**src/design/cte_pkg.sv**
```systemverilog
package cte_pkg;

   // field and result widths
   localparam int unsigned DayW    = 5;
   localparam int unsigned MonthW  = 4;
   localparam int unsigned YearW   = 14;
   localparam int unsigned HourW   = 5;
   localparam int unsigned MinuteW = 6;
   localparam int unsigned SecondW = 6;
   localparam int unsigned EpochW  = 38;
   localparam int unsigned StatusW = 2;

   // internal widths: day count, seconds within a day, full unsaturated total
   localparam int unsigned DaysW  = 23;
   localparam int unsigned TodW   = 17;
   localparam int unsigned TotalW = 40;
   localparam int unsigned LeapW  = 13;

   // calendar constants
   localparam logic [YearW-1:0]  EpochYear        = YearW'(1970);
   localparam logic [8:0]        DaysPerYear      = 9'd365;
   localparam logic [TodW-1:0]   SecsPerDay       = TodW'(86400);
   localparam logic [11:0]       SecsPerHour      = 12'd3600;
   localparam logic [5:0]        SecsPerMinute    = 6'd60;
   localparam logic [LeapW-1:0]  LeapsBeforeEpoch = LeapW'(477);

   // floor(n / 100) = (n * Recip100) >> Recip100Shift, exact for 14-bit n
   localparam logic [12:0]       Recip100         = 13'd5243;
   localparam int unsigned       Recip100Shift    = 19;
   localparam int unsigned       RecipProdW       = YearW + 13;
   localparam int unsigned       Q100W            = RecipProdW - Recip100Shift;

   // status codes
   localparam logic [StatusW-1:0] STATUS_OK       = 2'd0;
   localparam logic [StatusW-1:0] STATUS_EARLY    = 2'd1;
   localparam logic [StatusW-1:0] STATUS_BAD_DATE = 2'd2;

   // month numbers
   localparam logic [MonthW-1:0] MONTH_JAN = 4'd1;
   localparam logic [MonthW-1:0] MONTH_FEB = 4'd2;
   localparam logic [MonthW-1:0] MONTH_DEC = 4'd12;

   typedef struct packed {
      logic [DayW-1:0]    day_of_month;
      logic [MonthW-1:0]  month;
      logic [YearW-1:0]   year;
      logic [HourW-1:0]   hour;
      logic [MinuteW-1:0] minute;
      logic [SecondW-1:0] second;
   } req_type;

   typedef struct packed {
      logic [EpochW-1:0]  epoch_seconds;
      logic [StatusW-1:0] status;
   } rsp_type;

   // day count stage result
   typedef struct packed {
      logic [StatusW-1:0] status;
      logic [DaysW-1:0]   days;
      logic [TodW-1:0]    tod;
   } day_count_type;

   // days in all months before the given month, non-leap year
   function automatic logic [8:0] days_before(input logic [MonthW-1:0] month);
      logic [8:0] result;
      unique case (month)
         4'd1:    result = 9'd0;
         4'd2:    result = 9'd31;
         4'd3:    result = 9'd59;
         4'd4:    result = 9'd90;
         4'd5:    result = 9'd120;
         4'd6:    result = 9'd151;
         4'd7:    result = 9'd181;
         4'd8:    result = 9'd212;
         4'd9:    result = 9'd243;
         4'd10:   result = 9'd273;
         4'd11:   result = 9'd304;
         4'd12:   result = 9'd334;
         default: result = 9'd0;
      endcase
      return result;
   endfunction

endpackage

```
**src/design/cte_days.sv**
```systemverilog
module cte_days (
   input  cte_pkg::req_type       req,
   output cte_pkg::day_count_type count
);

   logic [cte_pkg::YearW-1:0]      year_m1;
   logic [cte_pkg::YearW-1:0]      years;
   logic [cte_pkg::RecipProdW-1:0] prod_m1;
   logic [cte_pkg::RecipProdW-1:0] prod_y;
   logic [cte_pkg::Q100W-1:0]      q100_m1;
   logic [cte_pkg::Q100W-1:0]      q100_y;
   logic                           div4;
   logic                           div100;
   logic                           div400;
   logic                           leap_now;
   logic [cte_pkg::LeapW-1:0]      leaps;
   logic [cte_pkg::DaysW-1:0]      year_days;
   logic [cte_pkg::DaysW-1:0]      days;
   logic [cte_pkg::TodW-1:0]       tod;
   logic                           bad_date;

   // hundreds of year-1 and of year by reciprocal multiply
   assign year_m1 = req.year - cte_pkg::YearW'(1);
   assign prod_m1 = cte_pkg::RecipProdW'(year_m1) * cte_pkg::RecipProdW'(cte_pkg::Recip100);
   assign prod_y  = cte_pkg::RecipProdW'(req.year) * cte_pkg::RecipProdW'(cte_pkg::Recip100);
   assign q100_m1 = prod_m1[cte_pkg::RecipProdW-1:cte_pkg::Recip100Shift];
   assign q100_y  = prod_y[cte_pkg::RecipProdW-1:cte_pkg::Recip100Shift];

   // year divides by 100 (or 400) exactly when its quotient steps past year-1's
   assign div4     = (req.year[1:0] == 2'b00);
   assign div100   = (q100_y != q100_m1);
   assign div400   = (q100_y[cte_pkg::Q100W-1:2] != q100_m1[cte_pkg::Q100W-1:2]);
   assign leap_now = (div4 && !div100) || div400;

   // leap days in epoch year through year-1
   assign leaps = cte_pkg::LeapW'(year_m1[cte_pkg::YearW-1:2])
                - cte_pkg::LeapW'(q100_m1)
                + cte_pkg::LeapW'(q100_m1[cte_pkg::Q100W-1:2])
                - cte_pkg::LeapsBeforeEpoch;

   // whole years, months and days
   assign years     = req.year - cte_pkg::EpochYear;
   assign year_days = cte_pkg::DaysW'(years) * cte_pkg::DaysW'(cte_pkg::DaysPerYear);
   assign days = year_days
               + cte_pkg::DaysW'(leaps)
               + cte_pkg::DaysW'(cte_pkg::days_before(req.month))
               + cte_pkg::DaysW'(leap_now && (req.month > cte_pkg::MONTH_FEB))
               + cte_pkg::DaysW'(req.day_of_month)
               - cte_pkg::DaysW'(1);

   // seconds within the day, out-of-range fields add in full
   assign tod = cte_pkg::TodW'(req.hour) * cte_pkg::TodW'(cte_pkg::SecsPerHour)
              + cte_pkg::TodW'(req.minute) * cte_pkg::TodW'(cte_pkg::SecsPerMinute)
              + cte_pkg::TodW'(req.second);

   // status, early year checked first
   assign bad_date = (req.month < cte_pkg::MONTH_JAN) || (req.month > cte_pkg::MONTH_DEC)
                  || (req.day_of_month == '0);

   always_comb begin
      count.days = days;
      count.tod  = tod;
      priority if (req.year < cte_pkg::EpochYear) begin
         count.status = cte_pkg::STATUS_EARLY;
      end else if (bad_date) begin
         count.status = cte_pkg::STATUS_BAD_DATE;
      end else begin
         count.status = cte_pkg::STATUS_OK;
      end
   end

endmodule

```
**src/design/calendar_to_epoch_seconds_core.sv**
```systemverilog
// Converts a Gregorian calendar date and time of day into seconds since
// 1970-01-01 00:00:00, with no time zone and no leap-second table. Takes one
// request per clock cycle while rsp_ready does not stall the result. The
// request register captures it at acceptance, the day count register (year,
// leap and month arithmetic) loads from it and the result register (days
// times 86400 plus time of day, saturated to 38 bits) loads from that in
// turn. A year before 1970 returns status 1, a month outside 1..12 or a day
// of 0 returns status 2, both with zero seconds. Days past the end of a month
// and out-of-range time fields are not flagged and simply add in.
module calendar_to_epoch_seconds_core (
   input  logic             clock,
   input  logic             reset,
   input  logic             req_valid,
   output logic             req_ready,
   input  cte_pkg::req_type req_payload,
   output logic             rsp_valid,
   input  logic             rsp_ready,
   output cte_pkg::rsp_type rsp_payload
);

   cte_pkg::req_type        req_ff;
   logic                    req_valid_ff;
   logic                    req_valid_in;
   cte_pkg::day_count_type  count_in;
   cte_pkg::day_count_type  count_ff;
   logic                    count_valid_ff;
   logic                    count_valid_in;
   cte_pkg::rsp_type        rsp_in;
   cte_pkg::rsp_type        rsp_ff;
   logic                    rsp_valid_ff;
   logic                    rsp_valid_in;
   logic                    req_accept;
   logic                    count_load;
   logic                    rsp_load;
   logic [cte_pkg::TotalW-1:0] total;

   // pipeline flow control
   assign rsp_load   = count_valid_ff && (!rsp_valid_ff || rsp_ready);
   assign count_load = req_valid_ff && (!count_valid_ff || rsp_load);
   assign req_ready  = !req_valid_ff || count_load;
   assign req_accept = req_valid && req_ready;

   assign req_valid_in   = req_accept || (req_valid_ff && !count_load);
   assign count_valid_in = count_load || (count_valid_ff && !rsp_load);
   assign rsp_valid_in   = rsp_load || (rsp_valid_ff && !rsp_ready);

   // day count from the registered request
   cte_days u_days (
      .req   (req_ff),
      .count (count_in)
   );

   // seconds total and saturation
   assign total = cte_pkg::TotalW'(count_ff.days) * cte_pkg::TotalW'(cte_pkg::SecsPerDay)
                + cte_pkg::TotalW'(count_ff.tod);

   always_comb begin
      rsp_in.status = count_ff.status;
      priority if (count_ff.status != cte_pkg::STATUS_OK) begin
         rsp_in.epoch_seconds = '0;
      end else if (total[cte_pkg::TotalW-1:cte_pkg::EpochW] != '0) begin
         rsp_in.epoch_seconds = '1;
      end else begin
         rsp_in.epoch_seconds = total[cte_pkg::EpochW-1:0];
      end
   end

   // valid bits
   always_ff @(posedge clock) begin
      if (reset) begin
         req_valid_ff   <= 1'b0;
         count_valid_ff <= 1'b0;
         rsp_valid_ff   <= 1'b0;
      end else begin
         req_valid_ff   <= req_valid_in;
         count_valid_ff <= count_valid_in;
         rsp_valid_ff   <= rsp_valid_in;
      end
   end

   // payload registers
   always_ff @(posedge clock) begin
      if (req_accept) begin
         req_ff <= req_payload;
      end
      if (count_load) begin
         count_ff <= count_in;
      end
      if (rsp_load) begin
         rsp_ff <= rsp_in;
      end
   end

   assign rsp_valid   = rsp_valid_ff;
   assign rsp_payload = rsp_ff;

endmodule

```
**config.mk**
```make
export PLATFORM = sky130hd
export DESIGN_NAME = calendar_to_epoch_seconds_core
export DESIGN_NICKNAME = d
export VERILOG_FILES = /design/src/design/cte_pkg.sv /design/src/design/cte_days.sv /design/src/design/calendar_to_epoch_seconds_core.sv
export SDC_FILE = /design/constraint.sdc
export NUM_CORES = 1
export LEC_CHECK = 0
export BUFFER_PORTS_ARGS = -buffer_cell sky130_fd_sc_hd__buf_2
export CAP_MARGIN = 5
export CORE_ASPECT_RATIO = 0.9
export CORE_UTILIZATION = 30
export CTS_BUF_LIST = sky130_fd_sc_hd__clkbuf_8
export CTS_CLUSTER_DIAMETER = 30
export CTS_CLUSTER_SIZE = 10
export DETAILED_ROUTE_END_ITERATION = 7
export PLACE_DENSITY_LB_ADDON = 0.08
export SYNTH_ARGS = -nofsm -noshare
export SYNTH_HDL_FRONTEND = slang
export SYNTH_HIERARCHICAL = 1
export SYNTH_SLANG_ARGS = --single-unit
```
**constraint.sdc**
```tcl
create_clock -name clock -period 18.6 [get_ports clock]
set_input_delay 0.93 -clock clock [delete_from_list [all_inputs] [get_ports clock]]
set_output_delay 0.93 -clock clock [all_outputs]
set_load 0.01 [all_outputs]
```
==> summary.md, run 1 <==
| Metric | Value |
|---|---|
| Run status | finished clean |
| H-tree depth | 4 |
| RR Startpoint | req_ff[19]$_DFFE_PP_ |
| # Max-Cap Violations | 0 |
| I/O pin cnt | 86 |
| Pre-CTS WS | 3.13 ns |
| #FFs+latches synth | 125 |
| CP most frequent cell | inv_1 |
| Worst setup margin | 3.15 ns |
| DR vias | 15500 |
| Post_cts resized | 0 |
| Final Util | 33.0% |
| First-pass iteration count of the detailed router | 5 |
| Yosys warns | 6 |
| Slowest cell on crit path | xnor2_1 |
| CP peak stage delay | 0.79 ns |
| Post-Route M1 WL | 27400 um |
| Final WL | 55600 um |
| Hold path start | req_ff[0]$_DFFE_PP_ |
| Area growth syn-to-layout | 8.81% |
| Most frequent cells in the layout | 553 x inv_1, 492 x ha_1, 271 x fa_1 |
| CTS buffer count | 17 |
| Worst EP required | 18.89 ns |
| Hold Path Depth | 0 |
| Tcrit/Tclk final | 83.0% |
| Final hold violations | 0 |
| CTS tree | done |
| Core area | 0.0764 mm2 |
| Worst Setup Start Kind | flop |
| Slew @ Worst Pin | 1.13 ns |
| RSZ-0062 raised after global routing | no |
| Die H | 266 um |
| Num rows | 96 |
| Seq/Total Area, Yosys | 16.1% |
| # DRC | 0 |
| Worst Setup Path Type | reg -> reg |
| Fin Clk Skew | 0.0235 ns |
| Pin count of the biggest net entering global routing | 43 |
| Worst path arrival time | 15.74 ns |
| Worst Hold Class | reg -> reg |
| Clock root buffer | clkbuf_8 |
| Worst setup path startpoint | req_ff[19]$_DFFE_PP_ |
| Syn nets | 3130 |
| Max-slew violation count | 0 |
| DRT iter0 DRCs | 595 |
| Antenna violations before repair | 4 |
| WL met3 | 998 um |
| Fmax | 64.7 MHz |
| Initial Util | 30.3% |
| Avg Synthesized Cell Area | 9.98 um2 |
| Setup violators final | 0 |
| Mapped Cells | 2323 |
| Via/cell ratio | 4.49 |
| Floorplan die width | 295 um |
| Post-Syn Area | 0.0232 mm2 |
| Asr flop ratio synth | 0% |
| # hold bufs at CTS | 0 |
| Highest routed layer | met5 |
| First-pass GRT wire length | 91300 um |
| Share of cells above drive strength 1 | 7.03% |
| Worst Reg-to-Reg Cells | 58 |
| GPL Wtd Cong | 0.833 |
| DP HPWL | 49400 um |
| Commonest non-fill, non-tap cell in the layout | inv_1 |
| Clock transition at path regs | 0.09 ns |
| Clk sink count | 125 |
| Kind of end point of the critical path | flop |
| Routed Antenna Nets | 0 |
| Filler cell count | 8021 |
| Grt ovf | 0 |
| Worst slew margin | 24.3% |
| Post-synth EDFFs | 122 |
| Synth Flop Type | edfxtp_1 |
| Number of distinct library cells after synthesis | 84 |
| Worst-Skew Late Latency | 0.55 ns |
| Avg WL per Cell | 16.1 um |
| Worst-path fanout max | 10 |
| Post-CTS Setup Inserts | 0 |
| Port Buffers | 85 |
| Metal2 WL | 26400 um |
| Clock Tree Buf Depth | 2 |
| Final nets | 3211 |
| Vias in the first global route | 16700 |
| Setup TNS | 0 ns |
| Tmin final | 15.45 ns |
| Total GRT Usage | 15.0% |
| Die footprint | 0.0784 mm2 |
-- kinds of logic after synthesis --
family	count (synthesis)	synth area share, %
AOI/OAI and AO/OA	375	10.8
xor gates and xnor gates	170	6.52
adders and majority gates	763	50.0
buffers and inverters	587	9.83
DFF	125	16.1
muxes	8	0.405
and+or+nand+nor	295	6.39
-- area by class of cell --
type                            instances  area (um2)  share of cell area (%)
Antenna cell                            3        7.51                  0.0298
Clock buffer                           17         234                   0.928
Clock inverter                         15         164                   0.650
Inverter                              553        2080                    8.23
Multi-Input combinational cell       1611       17200                    68.3
Sequential cell                       125        3720                    14.8
Tap cell                             1029        1290                    5.11
Timing Repair Buffer                   96         508                    2.01
-- worst max-delay path: cells and delay by family (launching register included) --
| kind | cells | cell delay, ns |
|---|---|---|
| flip-flops | 1 | 0.58 |
| AND/OR/NAND/NOR | 8 | 1.04 |
| adder cells (fa/ha/maj) | 16 | 6.27 |
| buffers and inverters | 10 | 1.12 |
| multiplexers | 1 | 0.24 |
| AO/OA/AOI/OAI | 18 | 3.71 |
| XOR/XNOR | 5 | 2.21 |
-- per-stage QoR --
| step | hold slack (ns) | area, um2 | cells |
|---|---|---|---|
| global route | 0.422 | 25200 | 3449 |
| global placement | 0.408 | 24800 | 3414 |
| CTS | 0.422 | 25200 | 3446 |
| detailed placement | 0.417 | 24800 | 3414 |
| floorplan | 0.442 | 23200 | 2323 |
| finish | 0.416 | 25200 | 3449 |
-- layer usage --
layer,up-vias,GRT usage [%]
li1,7820,-
met1,7461,20.4
met2,145,25.2
met3,50,1.77
met4,2,3.73
met5,-,0
-- Yosys cell counts (6+ instances only) --
library cell	n	area (um2)
a21boi_0	7	52.6
o22ai_1	26	163
mux2i_1	6	60.1
o211ai_1	11	82.6
edfxtp_1	122	3660
and3_1	10	62.6
nand4_1	18	113
a21o_1	42	315
o21ai_0	68	340
nor2_1	68	255
xnor2_1	124	1090
and2_1	11	68.8
buf_2	9	45.0
xor2_1	44	385
a21oi_1	96	480
o21bai_1	31	233
a211oi_1	7	52.6
fa_1	271	5430
inv_1	552	2070
clkbuf_1	13	48.8
a31oi_1	12	75.1
o21a_1	14	105
nand2_1	83	312
nand3_1	27	135
buf_6	6	67.6
nor2b_1	7	43.8
ha_1	492	6160
nor3_1	16	80.1
nand2b_1	12	75.1
or3_1	9	56.3
-- flip-flops by register name, indices dropped and copies added, names as in the netlist --
| name | cells |
|---|---|
| count_ff | 42 |
| count_valid_ff | 1 |
| req_ff | 40 |
| req_valid_ff | 1 |
| rsp_payload | 40 |
| rsp_valid | 1 |
-- final timing paths --
kind	to	slack, ns
worst max-delay path	count_ff[39]$_DFFE_PP_	3.15
worst min-delay path	count_ff[0]$_DFFE_PP_	0.42
worst max register to register	count_ff[39]$_DFFE_PP_	3.15
worst min register to register	count_ff[0]$_DFFE_PP_	0.42
Power of run 1 is not shown: default switching activity piles up to over one toggle a cycle in this logic, so the estimate is an artifact.
==> run 2: changes to the inputs <==
==> constraint.sdc (replaced) <==
create_clock -name clock -period 13.1 [get_ports clock]
set_input_delay 0.655 -clock clock [delete_from_list [all_inputs] [get_ports clock]]
set_output_delay 0.655 -clock clock [all_outputs]
set_load 0.01 [all_outputs]
==> run 2 against run 1 <==
Routed wire length is 4.9% higher. Clock skew is 0.0094 ns higher. Via count is 2.8% higher. Die area stayed put. Non-clock buffer count is 130 higher. Maximum frequency is 24% higher.
==> summary.md, run 2 (same netlist as run 1, synthesis figures left out) <==
| Metric | Value |
|---|---|
| Run status | finished clean |
| Max reg flops | 42 |
| Tmin final | 12.47 ns |
| Area growth syn-to-layout | 14.9% |
| Initial Util | 30.3% |
| Final hold violations | 0 |
| Fin Clk Skew | 0.0329 ns |
| Vias in the first global route | 16900 |
| H-tree depth | 4 |
| CP peak stage delay | 0.54 ns |
| Commonest non-fill, non-tap cell in the layout | inv_1 |
| Worst-path fanout max | 5 |
| Max-slew violation count | 0 |
| Worst slew margin | 20.2% |
| Die H | 266 um |
| I/O pin cnt | 86 |
| Slowest cell on crit path | fa_1 |
| Kind of end point of the critical path | flop |
| CTS buffer count | 17 |
| Worst Setup Path Type | reg -> reg |
| Floorplan die width | 295 um |
| CTS tree | done |
| Antenna violations before repair | 2 |
| Worst path arrival time | 12.76 ns |
| DRT iter0 DRCs | 548 |
| DP HPWL | 51400 um |
| Clock transition at path regs | 0.12 ns |
| Worst-Skew Late Latency | 0.56 ns |
| Avg WL per Cell | 16.3 um |
| Pin count of the biggest net entering global routing | 43 |
| Clock root buffer | clkbuf_8 |
| Pre-CTS WS | -0.193 ns |
| Clk sink count | 125 |
| Worst Hold Class | in -> reg |
| GPL Wtd Cong | 0.839 |
| Total GRT Usage | 15.5% |
| Clock Tree Buf Depth | 2 |
| # DRC | 0 |
| Routed Antenna Nets | 0 |
| Slew @ Worst Pin | 1.20 ns |
| Fmax | 80.2 MHz |
| Worst Setup Start Kind | flop |
| First-pass GRT wire length | 93900 um |
| Final Util | 34.8% |
| Hold Slack | 0.257 ns |
| Final nets | 3341 |
| First-pass iteration count of the detailed router | 5 |
| Worst EP required | 13.39 ns |
| Share of cells above drive strength 1 | 14.3% |
| Num rows | 96 |
| DR vias | 15900 |
| Core area | 0.0764 mm2 |
| Via/cell ratio | 4.45 |
| CP most frequent cell | inv_1 |
| Final WL | 58400 um |
| Port Buffers | 85 |
| Die footprint | 0.0784 mm2 |
| Setup violators final | 0 |
| Most frequent cells in the layout | 544 x inv_1, 480 x ha_1, 269 x fa_1 |
| Buf/Inv on CP | 14 |
| Tcrit/Tclk final | 95.2% |
| # Max-Cap Violations | 0 |
| CP top delay family | adder cells |
| Worst setup margin | 0.630 ns |
| Grt ovf | 0 |
| Biggest register | count_ff |
==> run 2: cell count changes in the layout (fill, tap and decap cells not counted), sizes merged <==
cell / previous run / this run
clkdlybuf4s15: 0 / 1
clkinv: 5 / 4
clkinvlp: 3 / 1
bufinv: 2 / 1
buf: 96 / 225
inv: 558 / 562
==> run 2: cell type report <==
cell class | instances | area, um2
antenna | 3 | 7.51
clock buffer | 17 | 234
clock inverter | 15 | 190
fill | 7894 | 49800
inverter | 553 | 2080
multi-input combinational | 1611 | 17600
sequential | 125 | 3720
tap | 1029 | 1290
timing repair buffer | 226 | 1500
==> run 2: routing by layer <==
layer / up-vias / track usage [%] / share of wire [%]
li1: 8083 / - / -
met2: 148 / 26.7 / 49
met5: - / 0 / 0
met3: 33 / 1.90 / 1.8
met1: 7651 / 20.8 / 48
met4: 0 / 3.18 / 1.1
==> run 2: timing repair <==
item	in CTS	in global routing
pin swaps	2	38
gates cloned	0	1
hold buffers	0	0
setup endpoints to repair	2	11
buffers inserted	1	19
gates resized for setup	5	69
hold endpoints to repair	0	0
==> run 2: through the flow <==
step / area, um2 / instances / TNS [ns]
3_5_place_dp: 25700 / 3523 / -0.242
4_1_cts: 26100 / 3556 / 0
6_report: 26600 / 3579 / 0
3_3_place_gp: 25700 / 3523 / -0.00696
5_1_grt: 26600 / 3578 / -0.0350
2_1_floorplan: 23200 / 2323 / 0
==> run 2: final timing paths <==
check	from	end	slack (ns)	cells after the start
min reg2reg	req_ff[1]$_DFFE_PP_	count_ff[1]$_DFFE_PP_	0.45	0
min	req_payload[27]	req_ff[27]$_DFFE_PP_	0.26	1
max	req_ff[19]$_DFFE_PP_	count_ff[39]$_DFFE_PP_	0.63	63
max reg2reg	req_ff[19]$_DFFE_PP_	count_ff[39]$_DFFE_PP_	0.63	63
==> run 2: worst reg2reg max path, delay by kind of cell, from the launching register on <==
family | cells | cell delay (ns)
fa+ha+maj | 17 | 5.97
simple gates | 8 | 0.94
compound gates | 19 | 2.87
buf+inv | 14 | 1.12
xor+xnor | 4 | 0.72
flops | 1 | 0.37
mux | 1 | 0.23
Power of run 2 is left out for the same reason.
